`config.mk`:
```
export PLATFORM = sky130hd
export DESIGN_NAME = rme_isqrt
export DESIGN_NICKNAME = d
export VERILOG_FILES = /design/src/hw/rtl/rme_pkg.sv /design/src/hw/rtl/rme_isqrt.sv
export SDC_FILE = /design/constraint.sdc
export NUM_CORES = 1
export LEC_CHECK = 0
export BUFFER_PORTS_ARGS = -buffer_cell sky130_fd_sc_hd__buf_2
export CORE_MARGIN = 2
export CORE_UTILIZATION = 40
export DETAILED_ROUTE_END_ITERATION = 10
export PLACE_DENSITY_LB_ADDON = 0.1
export SLEW_MARGIN = 20
export SYNTH_ARGS = -nofsm -noshare
export SYNTH_HDL_FRONTEND = slang
export SYNTH_SLANG_ARGS = --single-unit
```
`constraint.sdc`:
```
create_clock -name aclk -period 4.1 [get_ports aclk]
set_clock_uncertainty 0.05 [all_clocks]
set_input_delay 0.82 -clock aclk [delete_from_list [all_inputs] [get_ports aclk]]
set_output_delay 0.82 -clock aclk [all_outputs]
set_load 0.005 [all_outputs]
```
`src/hw/rtl/rme_pkg.sv`:
```
// Shared widths, constants and the arctangent table of the rotation-to-Euler core.
`timescale 1ns / 1ps
`default_nettype none
package rme_pkg;
    localparam int IN_W         = 18;
    localparam int OP_W         = IN_W + 1;
    localparam int ANG_W        = 16;
    localparam int THR_W        = 17;
    localparam int SQ_W         = 2 * IN_W;
    localparam int ROOT_W       = IN_W;
    localparam int REM_W        = SQ_W + 1;
    localparam int PRESCALE     = 40;
    localparam int CW           = OP_W + PRESCALE + 3;
    localparam int ZW           = 34;
    localparam int CORDIC_STEPS = 32;
    localparam int CORDIC_LAT   = CORDIC_STEPS + 2;
    localparam int SQRT_LAT     = ROOT_W;
    localparam int IN_FRAC_BITS    = 16;
    localparam int ANGLE_FRAC_BITS = 13;
    localparam int RND_SHIFT    = 30 - ANGLE_FRAC_BITS;
    localparam int QW           = ZW - RND_SHIFT;

    localparam logic signed [ZW-1:0] HALF_PI_Q30 = 34'sh6487ED51;
    localparam logic signed [ZW-1:0] PI_Q30      = 34'shC90FDAA2;
    localparam logic signed [QW-1:0] ANG_LIM     =
        QW'((PI_Q30 + (ZW'(1) <<< (RND_SHIFT - 1))) >>> RND_SHIFT);

    typedef logic signed [IN_W-1:0] elem_t;
    typedef logic signed [OP_W-1:0] op_t;

    function automatic logic [31:0] atan_q30(input int i);
        logic [31:0] r;
        case (i)
            0:  r = 32'h3243F6A8;  1:  r = 32'h1DAC6705;  2:  r = 32'h0FADBAFC;
            3:  r = 32'h07F56EA6;  4:  r = 32'h03FEAB76;  5:  r = 32'h01FFD55B;
            6:  r = 32'h00FFFAAA;  7:  r = 32'h007FFF55;  8:  r = 32'h003FFFEA;
            9:  r = 32'h001FFFFD;  10: r = 32'h000FFFFF;  11: r = 32'h0007FFFF;
            12: r = 32'h0003FFFF;  13: r = 32'h0001FFFF;  14: r = 32'h0000FFFF;
            15: r = 32'h00007FFF;  16: r = 32'h00003FFF;  17: r = 32'h00001FFF;
            18: r = 32'h00000FFF;  19: r = 32'h000007FF;  20: r = 32'h000003FF;
            21: r = 32'h000001FF;  22: r = 32'h000000FF;  23: r = 32'h0000007F;
            24: r = 32'h0000003F;  25: r = 32'h0000001F;  26: r = 32'h0000000F;
            27: r = 32'h00000008;  28: r = 32'h00000004;  29: r = 32'h00000002;
            30: r = 32'h00000001;
            default: r = 32'h00000000;
        endcase
        return r;
    endfunction
endpackage
`default_nettype wire

```
`src/hw/rtl/rme_isqrt.sv`:
```
// Pipelined integer square root, one result bit per stage.
`timescale 1ns / 1ps
`default_nettype none
module rme_isqrt (
    input  wire logic                       aclk,
    input  wire logic                       en,
    input  wire logic [rme_pkg::SQ_W-1:0]   radicand,
    output logic      [rme_pkg::ROOT_W-1:0] root
);
    import rme_pkg::*;

    logic [REM_W-1:0]  rem_reg  [1:SQRT_LAT];
    logic [ROOT_W-1:0] root_reg [1:SQRT_LAT];

    for (genvar k = 0; k < SQRT_LAT; k++) begin : g_stage
        localparam int I = ROOT_W - 1 - k;
        logic [REM_W-1:0]  rem_in;
        logic [ROOT_W-1:0] root_in;
        logic [REM_W-1:0]  trial;
        if (k == 0) begin : g_first
            assign rem_in  = {1'b0, radicand};
            assign root_in = '0;
        end else begin : g_next
            assign rem_in  = rem_reg[k];
            assign root_in = root_reg[k];
        end
        assign trial = ({{(REM_W-ROOT_W-1){1'b0}}, root_in, 1'b0}
                        + (REM_W'(1) << I)) << I;
        always_ff @(posedge aclk) begin
            if (en) begin
                if (rem_in >= trial) begin
                    rem_reg[k+1]  <= rem_in - trial;
                    root_reg[k+1] <= root_in | (ROOT_W'(1) << I);
                end else begin
                    rem_reg[k+1]  <= rem_in;
                    root_reg[k+1] <= root_in;
                end
            end
        end
    end

    assign root = root_reg[SQRT_LAT];
endmodule
`default_nettype wire

```
==> impl_metrics.py <==
metrics = {
    "logic_synthesis": {
        "muxShareOfSynthArea": 0.00871,
        "seq_area_frac_synth": 0.636,
        "ys_top_cells_by_area": "edfxtp_1, ha_1, xnor2_1, xor2_1, inv_1",
        "synth-simple-area-share": 0.117,
        "synth.avg_cell_area_sq_um": 13.0,
        "synth_edf_count": 800,
        "yosysUniqueCellTypes": 86,
        "synthArstFlopShare": 0,
        "synth_fa_ha_area_frac": 0.0619,
        "synth_compound_area_frac": 0.0846,
        "synth_top_family_by_area": "simple AND/OR/NAND/NOR gates",
        "synth_seq_cells": 800,
        "syn-instance-count": 2914,
        "synth_top_cell_by_area": "edfxtp_1",
        "yosys.area_share.xor_xnor": 0.0623,
        "synthFlopType": "edfxtp_1",
        "yosysWarnings": 0,
        "synth.top_cell.area_share": 0.636,
        "netlist_area_sq_um": 37800,
        "synth_nets": 3139,
    },
    "critical_path": {
        "crit_type": "register to register",
        "rr_startpoint": "rem_reg[0][622]$_DFFE_PP_",
        "worstSetupStartpointType": "register",
        "cp.required_ns": 4.46,
        "critPathCaptureType": "register",
        "critical_path_arrival_ns": 4.11,
        "crit_start": "rem_reg[0][622]$_DFFE_PP_",
        "critPathMaxFanout": 27,
    },
    "final_layout": {
        "mostFrequentLayoutCells": "edfxtp_1, inv_1, ha_1",
        "final.fill_count": 8335,
        "layout_commonest_cell": "edfxtp_1",
        "layout.nets": 3263,
        "finalNonFillerCells": 4363,
        "final_util": 0.458,
        "largest_reg_flops": 629,
        "drive_above_1_share": 0.0898,
        "area_delta_synth_final_pct": 13.2,
    },
    "clock_tree": {
        "ctsHtreeMaxLevel": 3,
        "ctsResizeCount": 0,
        "clockBufferDepth": 3,
        "cts_tree": "built",
        "post_cts_buffers": 0,
        "ctsHoldBuffers": 0,
        "clk_latency_ns": 0.69,
        "cts_root_buf": "clkbuf_16",
        "numCtsBuffers": 89,
        "cts.sinks": 800,
        "clk_pin_slew_ns": 0.06,
    },
    "pwr": {
        "power.density_nw_per_um2": 518,
        "leakage_nw": 15.9,
        "vdd_ir_drop_max_uv": 315,
    },
    "routing": {
        "drt_iter0_drc": 1334,
        "vias": 22800,
        "vias_per_cell": 5.24,
        "antenna_left": 0,
        "wl_per_cell_um": 19.6,
        "drt-total-wl_mm": 85.7,
        "drt_pass1_iterations": 5,
        "drc_errors": 0,
    },
    "timing": {
        "report.final.slew_viol_count": 0,
        "worst_pin_slew_ns": 1.04,
        "finalHoldWorstSlack_ns": 0.239,
        "slew_headroom": 0.307,
        "rsz0062_at_grt": "no",
        "min_period_ns": 3.74,
        "fin_tns_setup_ns": 0,
        "fin_crit_sh": 0.913,
        "hold_violations": 0,
        "clock.fmax_ghz": 0.267,
        "setup_violations": 0,
    },
    "floorplanning": {
        "io-pin-count": 56,
        "die_area_sq_um": 97000,
        "die_h_um": 311,
        "initial_core_util": 0.404,
        "rows": 112,
        "core-area_sq_um": 93500,
        "fp.dieW_um": 311,
    },
    "flow_run": {
        "maxCapViolCount": 0,
    },
    "grt": {
        "overflow": 0,
        "grt_antenna_before_repair": 0,
        "grt_first_pass_wirelength_mm": 134,
        "grt_usage": 0.178,
        "grt_pass1_vias": 23700,
        "grt_start_max_net_pins": 155,
    },
    "placement": {
        "dpl.cell_count": 4201,
        "gp_congestion": 0.850,
        "port_buffers": 55,
        "hpwl_mm": 64.7,
    },
    "worst_hold_path": {
        "min_path_type": "primary input to register",
        "hold_start": "radicand[27]",
    },
    "status": {
        "status": "finished, final reports clean",
    },
}
-- cell usage after synthesis, types with 13 or more instances --
library cell / n
edfxtp_1: 800
inv_1: 232
ha_1: 187
nand2_1: 171
nor2_1: 170
a21oi_1: 157
xnor2_1: 138
o21ai_0: 135
xor2_1: 131
nor4_1: 89
nor3_1: 82
nand3_1: 57
clkbuf_1: 48
o21a_1: 43
a21o_1: 37
nand4_1: 34
nand2b_1: 28
or4_1: 27
nor2b_1: 25
or3_1: 24
nor4b_1: 23
mux2_2: 22
a211oi_1: 16
nand3b_1: 16
o211ai_1: 16
o31ai_1: 13
-- final timing paths --
check | slack (ns) | to | cells past startpoint
worst min register to register | 0.37 | rem_reg[0][314]$_DFFE_PP_ | 0
worst max register to register | 0.36 | rem_reg[0][652]$_DFFE_PP_ | 8
worst min-delay path | 0.24 | rem_reg[0][64]$_DFFE_PP_ | 1
worst max-delay path | 0.36 | rem_reg[0][652]$_DFFE_PP_ | 8
-- routing by layer --
| layer | vias to the layer above | GRT usage | part of all wire |
|---|---|---|---|
| li1 | 11200 | - | - |
| met1 | 11100 | 0.180 | 0.36 |
| met2 | 386 | 0.359 | 0.57 |
| met3 | 167 | 0.0273 | 0.029 |
| met4 | 0 | 0.0708 | 0.038 |
| met5 | - | 0 | 0 |
-- cells by family after synthesis --
| kind of cell | count (synthesis) |
|---|---|
| AND/OR/NAND/NOR | 826 |
| flip-flops | 800 |
| AO/OA/AOI/OAI | 510 |
| buffers and inverters | 292 |
| XOR/XNOR | 269 |
| adder cells (fa/ha/maj) | 187 |
| multiplexers | 30 |
-- stage by stage --
stage	instance area (sq um)	worst slack, ns	total power [mW]
after floorplan	37800	0.432	13.0
after global placement	39700	0.292	14.0
after detailed placement	39700	0.325	14.1
after CTS	42800	0.317	22.4
after global routing	42800	0.0693	23.2
final	42800	0.356	22.2
-- where the power goes --
part | switching, mW | internal (mW) | leakage, nW
clock | 3.38 | 4.85 | 1.47
combinational | 1.80 | 1.31 | 6.78
sequential | 0.690 | 10.1 | 7.66
-- final cells by class --
cell class	count	area, sq um	share of cell area
flip-flops and latches	800	24000	0.561
inverters	233	875	0.0204
clock buffers	104	2280	0.0534
clock inverters	57	763	0.0178
well taps	1254	1570	0.0367
repair buffers	92	601	0.0140
diodes	1	2.50	0.0000585
multi-input cells	1822	12700	0.296
-- critical path, cell delays in order (launching register included) --
cell      delay, ns
edfxtp_1       0.44
or4_1          0.58
or3_1          0.35
nor4bb_1       0.68
o211a_1        0.36
inv_2          0.23
o211ai_1       0.48
nor3_1         0.14
xor2_1         0.18
No activity file was read; power rests on OpenSTA's default activity.
